==> src/design/spq_pkg.sv <==
package spq_pkg;

  // Default pool size
  localparam int unsigned QueueDepthDef = 16;

  // Width of the occupancy result field
  localparam int unsigned OccW = 5;

  // Action codes
  localparam logic ActPush = 1'b0;
  localparam logic ActPop  = 1'b1;

  // Result status codes
  typedef enum logic [1:0] {
    ST_OK    = 2'd0,
    ST_FULL  = 2'd1,
    ST_EMPTY = 2'd2
  } status_e;

  // One command item
  typedef struct packed {
    logic               action;
    logic [1:0]         prio;
    logic signed [7:0]  receiver_id;
    logic signed [7:0]  sender_id;
    logic [7:0]         kind;
    logic [31:0]        payload_word;
    logic [7:0]         tag;
    logic [31:0]        data_handle;
    logic [31:0]        callback_handle;
  } cmd_t;

  // One result item
  typedef struct packed {
    status_e            status;
    logic [1:0]         out_prio;
    logic signed [7:0]  out_receiver;
    logic signed [7:0]  out_sender;
    logic [7:0]         out_kind;
    logic [31:0]        out_payload;
    logic [7:0]         out_tag;
    logic [31:0]        out_data_handle;
    logic [31:0]        out_callback_handle;
    logic [OccW-1:0]    occupancy;
  } res_t;

  // Stored event
  typedef struct packed {
    logic [1:0]         prio;
    logic signed [7:0]  receiver_id;
    logic signed [7:0]  sender_id;
    logic [7:0]         kind;
    logic [31:0]        payload_word;
    logic [7:0]         tag;
    logic [31:0]        data_handle;
    logic [31:0]        callback_handle;
  } entry_t;

  // Operation broadcast to every cell
  typedef struct packed {
    logic       push;
    logic       pop;
    entry_t     entry;
  } cell_ctrl_t;

  // What a cell hands to its right neighbor
  typedef struct packed {
    logic       gt;
    entry_t     entry;
  } cell_link_t;

endpackage

==> src/design/spq_cell.sv <==
module spq_cell import spq_pkg::*; (
  input  logic       clk_i,
  input  logic       valid_i,
  input  cell_ctrl_t ctrl_i,
  input  cell_link_t left_i,
  input  entry_t     right_i,
  output cell_link_t link_o
);

  entry_t entry_q, entry_d;
  logic   gt;

  // Empty cells count as greater so a push lands at the end of the filled run
  assign gt = !valid_i || (entry_q.prio > ctrl_i.entry.prio);

  assign link_o.gt    = gt;
  assign link_o.entry = entry_q;

  // Insert here, shift right from the left neighbor, or shift left on pop
  always_comb begin
    entry_d = entry_q;
    if (ctrl_i.push) begin
      if (gt && !left_i.gt) begin
        entry_d = ctrl_i.entry;
      end else if (gt) begin
        entry_d = left_i.entry;
      end
    end else if (ctrl_i.pop) begin
      entry_d = right_i;
    end
  end

  always_ff @(posedge clk_i) begin
    entry_q <= entry_d;
  end

endmodule

==> config.mk <==
export PLATFORM = sky130hd
export DESIGN_NAME = spq_cell
export DESIGN_NICKNAME = d
export VERILOG_FILES = /design/src/design/spq_pkg.sv /design/src/design/spq_cell.sv
export SDC_FILE = /design/constraint.sdc
export NUM_CORES = 1
export LEC_CHECK = 0
export BUFFER_PORTS_ARGS = -buffer_cell sky130_fd_sc_hd__buf_2
export CORE_AREA = 3 3 202 204
export DETAILED_ROUTE_END_ITERATION = 8
export DIE_AREA = 0 0 205 207
export PLACE_DENSITY = 0.51
export SETUP_SLACK_MARGIN = 0.3
export SLEW_MARGIN = 20
export SYNTH_ARGS = -nofsm -noshare
export SYNTH_HDL_FRONTEND = slang
export SYNTH_SLANG_ARGS = --single-unit
==> constraint.sdc <==
create_clock -name clk_i -period 3.8 [get_ports clk_i]
set_input_delay 0.76 -clock clk_i [delete_from_list [all_inputs] [get_ports clk_i]]
set_output_delay 0.76 -clock clk_i [all_outputs]
set_load 0.02 [all_outputs]
==> out/qor_table.md, run 1 <==
| Step | Result | This run |
|:---|:---|:---|
| drt | Wire per inst | 20.6 um |
| worst setup path | Critical path start-end classification | input pin to primary output |
| clock network | Clock tree from TritonCTS | yes |
| cells and area | Post-Layout Inst Area | 0.0127 mm^2 |
| sta | Crit share post-route | 69.4% |
| pwr | Overall power | 5.53 mW |
| worst setup path | Worst path max stage delay | 320 ps |
| sta | Worst Max-Slew Pin Slew | 798 ps |
| worst setup path | Sort of element at the end of the critical path | primary output |
| worst setup path | Crit-path most repeated cell | buf_2 |
| die | Initial core utilization | 22.9% |
| worst setup path | WP data required | 3040 ps |
| hold path | Hold Crit Start | left_i[119] |
| die | Top Ports | 526 |
| worst setup path | Max FO, Critical Path | 7 |
| pwr | Leakage dissipation | 5.16 nW |
| place | Buffers on Ports | 525 |
| yosys | Synthesis Warnings | 0 |
| sta | Minimum period implied by the final worst setup slack | 2640 ps |
| sta | Count of endpoints failing hold in the final timing report | 0 |
| drt | Final antenna-violating net count | 0 |
| yosys | Mapped cell area | 0.00902 mm^2 |
| yosys | Synthesized netlist net count | 1306 |
| hold path | Worst Hold End | link_o[119] |
| worst setup path | Slowest cell on the critical path | ha_1 |
| worst setup path | Reg-to-Reg End | link_o[44] |
| hold path | Worst hold path type | input pin to flip-flop |
| grt | Global-route usage over all layers | 17.5% |
| cells and area | Area growth from synthesis to layout | 40.6% |
| grt | First-pass GRT wire length | 57200 um |
| clock network | Clock latency reported for the late side of the worst-skew pair | 430 ps |
| worst setup path | Launch point of the worst reg-to-reg path | link_o[129] |
| drt | DRT Pass-1 Iters | 5 |
| clock network | CTS hold repair buffers | 0 |
| place | Final weighted congestion in routability-driven placement | 0.840 |
| worst setup path | Sort of element at the start of the critical path | input pin |
| drt | Via count | 9538 |
| place | DP HPWL | 26900 um |
| drt | DR vias/cell | 5.03 |
| run status | Status | finished clean |
| grt | Total overflow reported by the global router | 0 |
| hold path | Hold path cells | 3 |
| drt | Detailed Route WL | 39100 um |
| cells and area | Share of post-route cells with drive strength above 1 | 48.0% |
| clock network | Clock root cell | clkbuf_16 |
| cells and area | Final #Nets | 1749 |
| sta | Max Clock Skew | 6.38 ps |
| sta | Number of pins with negative max-slew slack in the final report | 0 |
| clock network | Clock slew seen by the registers of the worst setup and hold paths | 60 ps |
| clock network | CTS buffer count | 17 |
| pwr | Total power per unit cell area | 436 mW/mm^2 |
| yosys | Cell count after synthesis | 909 |
| die | Area of the die | 0.0424 mm^2 |
| drt | DRC violation count after routing | 0 |
| worst setup path | Cell depth of the worst flop-to-flop path | 5 |
| clock network | Number of H-tree levels | 4 |
| cells and area | Number of flip-flops under the largest register name | 130 |
| place | Post-Place Cells | 1858 |
| worst setup path | Sequence of cells on the critical path | buf_2, inv_1, ha_1, nor2b_4, o21a_4, buf_2 |
| worst setup path | Worst setup slack for register-to-register paths | 1480 ps |
| die | Count of standard-cell rows | 73 |
| clock network | Bufs on Longest Clock Path | 2 |
| sta | Number of endpoints failing setup at the final stage | 0 |
| clock network | Number of sinks on the clock net | 130 |
| die | Width of the die | 205 um |
| sta | RSZ-0062 raised after global routing | false |
| drt | DRC marker count from the first detailed-route iteration | 664 |
| cells and area | Final Non-Filler Cells | 1895 |
| grt | Initial antenna violation count | 8 |
| run | Number of max-capacitance violations reported | 0 |
| worst setup path | Beginning of the critical path | ctrl_i[129] |
| yosys | Portion of the post-synthesis area used by sequential elements | 43.3% |
| place | Standard cell area after detailed placement | 0.0121 mm^2 |
| cells and area | Number of inserted filler cells in the final layout | 4218 |
| sta | Achievable Freq | 379 MHz |
| die | DIE HEIGHT | 207 um |
| yosys | Syn Area/Cell | 9.92 um^2 |
| clock network | Post-CTS setup-driven buffer insertion count | 0 |
| sta | Relative slew slack | 46.8% |
| yosys | Flip-flop and latch count after synthesis | 130 |
| clock network | Total of cells resized after clock tree synthesis | 0 |
| worst setup path | Data arrival time of the worst path | 1880 ps |
| grt | Pin count of the biggest net entering global routing | 131 |
| grt | Vias in the first global route | 9632 |
| die | Floorplan Core Area | 0.0395 mm^2 |
| yosys | Distinct cell type count after synthesis | 21 |
| pwr | Worst supply voltage drop on vdd | 292 uV |
| sta | Total Negative Setup Slacks | 0 ps |
[Yosys cell counts]
master     instances  area [um^2]
a21oi_1          130          651
and2_1             1         6.26
and2b_1            4         30.0
buf_1              3         11.3
buf_2             23          115
buf_4              4         30.0
buf_6             10          113
clkbuf_1          77          289
clkbuf_2           1         5.00
edfxtp_1         130         3900
ha_1               2         25.0
inv_1              2         7.51
mux2_2             1         11.3
nand2_1          130          488
nand2b_1           1         6.26
nand3_1            1         5.00
nor2b_1          128          801
o2111ai_1        130         1140
o211ai_1          50          375
o211ai_2          80         1000
o21a_1             1         7.51
[where the power goes]
| part | switching (mW) | internal, mW | total, mW | leakage (nW) |
|---|---|---|---|---|
| Sequential | 0.0752 | 1.90 | 1.97 | 1.31 |
| Clock | 0.657 | 1.09 | 1.75 | 0.286 |
| Combinational | 1.21 | 0.599 | 1.81 | 3.57 |
| Total | 1.94 | 3.59 | 5.53 | 5.16 |
[worst max path at each step]
| stage | endpoint | slack (ps) | cells past startpoint |
|---|---|---|---|
| 2_1_floorplan | link_o[0] | 700 | 8 |
| 3_3_place_gp | link_o[43] | 1020 | 7 |
| 3_5_place_dp | link_o[47] | 990 | 7 |
| 4_1_cts | link_o[130] | 1130 | 4 |
| 5_1_grt | link_o[130] | 1060 | 4 |
| 6_report | link_o[130] | 1160 | 6 |
[layer usage]
layer  track usage [%]  routed length [um]  vias to the layer above
li1                  -                   -                     4453
met1              21.0               15700                     4502
met2              29.0               18700                      505
met3              4.98                3340                       76
met4              7.42                1400                        2
met5                 0                  12                        -
[logic make-up (layout without fill, tap and decap cells)]
| logic type | count (synthesis) | in the layout | share of synthesized area (%) |
|---|---|---|---|
| and+or+nand+nor | 265 | 265 | 14.8 |
| AOI/OAI and AO/OA | 391 | 391 | 35.2 |
| buffers and inverters | 120 | 576 | 6.33 |
| other | 0 | 5 | 0 |
| muxes | 1 | 1 | 0.125 |
| adders and majority gates | 2 | 2 | 0.277 |
| DFF | 130 | 130 | 43.3 |
[area by class of cell]
| type | count | area, um^2 | area share [%] |
|---|---|---|---|
| repair buffers | 542 | 2900 | 22.9 |
| flip-flops and latches | 130 | 3900 | 30.8 |
| clock inverters | 11 | 161 | 1.27 |
| well taps | 525 | 657 | 5.18 |
| diodes | 5 | 12.5 | 0.0986 |
| clock buffers | 21 | 440 | 3.47 |
| multi-input cells | 659 | 4600 | 36.3 |
| inverters | 2 | 7.51 | 0.0592 |
[critical path: cells and delay by family]
kind	cells	cell delay [ps]
fa+ha+maj	1	320
simple gates	1	210
compound gates	1	240
buf+inv	3	330
[cell usage in the layout, fill, tap and decap left out, types with 2 or more instances in the layout]
master and instances:
inv_1 2, edfxtp_1 130, o211ai_1 50, o2111ai_1 130, a21oi_1 130, ha_1 2, and2b_1 3, buf_12 11
buf_2 524, clkinv_1 2, buf_4 6, o211ai_2 80, bufinv_16 4, clkinv_2 2, clkbuf_1 4, clkbuf_16 17
clkinvlp_4 2, nand2_1 130, diode_2 5, nor2b_1 127
[through the flow]
stage / worst slack [ps] / utilization [%] / hold slack, ps
finish: 1160 / 32.1 / 642
global route: 1060 / 32.1 / 624
CTS: 1130 / 32.1 / 603
detailed placement: 987 / 30.6 / 1080
global placement: 1020 / 30.6 / 1080
floorplan: 701 / - / 974
Power figures use the tool's default switching activity.
==> run 2: changes to the inputs <==
--- a/config.mk
+++ b/config.mk
@@ -9,7 +9,7 @@
 export CORE_AREA = 3 3 202 204
 export DETAILED_ROUTE_END_ITERATION = 8
 export DIE_AREA = 0 0 205 207
-export PLACE_DENSITY = 0.51
+export PLACE_DENSITY = 0.49
 export SETUP_SLACK_MARGIN = 0.3
 export SLEW_MARGIN = 20
 export SYNTH_ARGS = -nofsm -noshare
==> constraint.sdc (replaced) <==
create_clock -name clk_i -period 2.6 [get_ports clk_i]
set_input_delay 0.52 -clock clk_i [delete_from_list [all_inputs] [get_ports clk_i]]
set_output_delay 0.52 -clock clk_i [all_outputs]
set_load 0.02 [all_outputs]
==> out/qor_table.md, run 2 (synthesized netlist as in run 1, its figures left out) <==
| Step | Result | This run | Delta |
|:---|:---|:---|:---|
| run status | Status | finished clean |  |
| die | Top Ports | 526 | unchanged |
| drt | DRC violation count after routing | 0 | unchanged |
| cells and area | Leading cell types in the layout, fill and taps excluded | buf_2 (523), nand2_1 (130), a21oi_1 (130), o2111ai_1 (130), edfxtp_1 (130) |  |
| worst setup path | Worst setup slack for register-to-register paths | 430 ps | -1050 ps |
| drt | Wire per inst | 20.9 um | +1.1% |
| run | Number of max-capacitance violations reported | 0 | unchanged |
| drt | Final antenna-violating net count | 0 | unchanged |
| sta | Achievable Freq | 447 MHz |  |
| worst setup path | Sort of element at the end of the critical path | primary output |  |
| worst setup path | Cell depth of the worst flop-to-flop path | 6 | +1 |
| grt | Vias in the first global route | 9662 | +0.31% |
| clock network | Clock latency reported for the late side of the worst-skew pair | 430 ps | about the same |
| grt | Pin count of the biggest net entering global routing | 92 | -30% |
| drt | DR vias/cell | 5.09 | +1.1% |
| pwr | Logic pwr share | 33.7% | +1.0 points |
| cells and area | Final core area utilization | 33.0% | +0.85 points |
| cells and area | Final #Nets | 1770 | +1.2% |
| pwr | Internal power | 5.46 mW | +52% |
| hold path | Worst hold path type | input pin to flip-flop |  |
| sta | Relative slew slack | 51.8% | +5.0 points |
| clock network | Clock tree from TritonCTS | yes |  |
| clock network | Clock root cell | clkbuf_16 |  |
| worst setup path | WP data required | 2080 ps | -960 ps |
| worst setup path | Critical path destination | link_o[130] |  |
| pwr | Relative contribution of sequential cells to total power | 34.7% | -1.0 points |
| worst setup path | Critical path start-end classification | flip-flop to primary output |  |
| pwr | Worst supply voltage drop on vdd | 335 uV | +15% |
| sta | RSZ-0062 raised after global routing | true |  |
| die | Area of the die | 0.0424 mm^2 | unchanged |
| sta | Number of endpoints failing setup at the final stage | 0 | unchanged |
| worst setup path | Launch point of the worst reg-to-reg path | link_o[129] |  |
| die | Width of the die | 205 um | unchanged |
| clock network | CTS hold repair buffers | 0 | unchanged |
| worst setup path | Sort of element at the start of the critical path | flip-flop |  |
| sta | Count of endpoints failing hold in the final timing report | 0 | unchanged |
| cells and area | Area growth from synthesis to layout | 44.3% |  |
| sta | Total Negative Setup Slacks | 0 ps | unchanged |
| die | Floorplan Core Area | 0.0395 mm^2 | unchanged |
| pwr | Switching power share of the total | 34.3% | -0.74 points |
| pwr | Overall power | 8.31 mW | +50% |
| clock network | Number of sinks on the clock net | 130 | unchanged |
| place | Buffers on Ports | 525 | unchanged |
| pwr | Total power per unit cell area | 638 mW/mm^2 | +46% |
| worst setup path | Max FO, Critical Path | 2 | -5 |
| sta | Max Clock Skew | 5.90 ps | -0.474 ps |
| clock network | Number of H-tree levels | 4 | unchanged |
| worst setup path | Beginning of the critical path | link_o[129] |  |
| cells and area | Share of post-route cells with drive strength above 1 | 49.0% | +1.0 points |
| clock network | Clock slew seen by the registers of the worst setup and hold paths | 60 ps | about the same |
| grt | Global-route usage over all layers | 18.0% | +0.52 points |
| worst setup path | Reg-to-Reg End | link_o[99] |  |
| die | Initial core utilization | 22.9% | unchanged |
| sta | Number of pins with negative max-slew slack in the final report | 0 | unchanged |
| clock network | CTS buffer count | 17 | unchanged |
| place | Final weighted congestion in routability-driven placement | 0.849 | +1.1% |
| sta | Crit share post-route | 86.0% |  |
| grt | First-pass GRT wire length | 58900 um | +3.0% |
| grt | Initial antenna violation count | 7 | -1 |
| cells and area | Number of flip-flops under the largest register name | 130 | unchanged |
| pwr | Sw power | 2.85 mW | +47% |
| pwr | Leakage dissipation | 5.34 nW | +3.3% |
| worst setup path | Data arrival time of the worst path | 1720 ps | -160 ps |
| die | Count of standard-cell rows | 73 | unchanged |
| drt | DRC marker count from the first detailed-route iteration | 628 | -5.4% |
| sta | Worst Max-Slew Pin Slew | 723 ps | -74.4 ps |
| pwr | Relative contribution of the clock network to total power | 31.5% | about the same |
| place | Standard cell area after detailed placement | 0.0123 mm^2 | +2.0% |
| grt | Total overflow reported by the global router | 0 | unchanged |
| place | DP HPWL | 29000 um | +7.7% |
| drt | DRT Pass-1 Iters | 5 | unchanged |
| drt | Detailed Route WL | 40000 um | +2.2% |
| clock network | Bufs on Longest Clock Path | 2 | unchanged |
| drt | Via count | 9745 | +2.2% |
| cells and area | Post-Layout Inst Area | 0.0130 mm^2 | +2.6% |
| sta | Minimum period implied by the final worst setup slack | 2240 ps |  |
| sta | Smallest hold slack | 411 ps | -231 ps |
| cells and area | Most common cell after layout, fill and taps aside | buf_2 |  |
| die | DIE HEIGHT | 207 um | unchanged |
[run 2: cell count changes in the layout (fill, tap and decap cells not counted), sizes merged]
cell	before	now
buf	541	562
bufbuf	0	1
clkbuf	22	20
bufinv	4	5
diode	5	4
[run 2: what timing repair did]
item,4_1_cts,5_1_grt
setup buffers,2,0
gates cloned,1,0
pin swaps,2,2
endpoints found under the setup margin,1,1
resized for setup,3,1
[run 2: stage by stage]
step                std cells  setup WS [ps]
global placement         1876            230
floorplan                 909            124
detailed placement       1876            242
finish                   1915            363
CTS                      1911            324
global route             1915            283
[run 2: worst min-delay path by stage]
stage,from,endpoint,slack [ps],cells past startpoint
6_report,left_i[50],link_o[50],410,3
5_1_grt,left_i[50],link_o[50],380,3
4_1_cts,left_i[50],link_o[50],370,3
3_5_place_dp,left_i[74],link_o[74],840,3
3_3_place_gp,left_i[76],link_o[76],840,3
2_1_floorplan,left_i[105],link_o[105],730,2
[run 2: metal layers]
metal	share of wire, %	global-route usage, %	routed length, um	up-vias
met5	0.068	0	27	-
met4	2.9	6.17	1150	4
met3	8.6	5.09	3450	58
met2	50	30.6	19800	486
met1	39	21.6	15500	4706
li1	-	-	-	4491
[run 2: layout make-up]
type,instances,area (um^2)
Clock buffer,20,437
Tap cell,525,657
Inverter,2,7.51
Multi-Input combinational cell,659,4610
Fill cell,4208,26400
Clock inverter,12,188
Sequential cell,130,3900
Antenna cell,4,10.0
Timing Repair Buffer,563,3200
[run 2: power groups by stage]
stage	clock (mW)	sequential, mW	combinational, mW
after global routing	2.77	2.92	3.01
after floorplan	0	3.36	1.15
after global placement	0	2.93	2.76
final	2.62	2.89	2.80
after CTS	2.69	2.90	2.82
after detailed placement	0	2.93	2.76
[run 2: critical path: stages, from the launching register on]
cell,delay (ps)
edfxtp_1,430
ha_4,280
nor2b_4,140
o21a_4,200
buf_12,120
buf_8,120
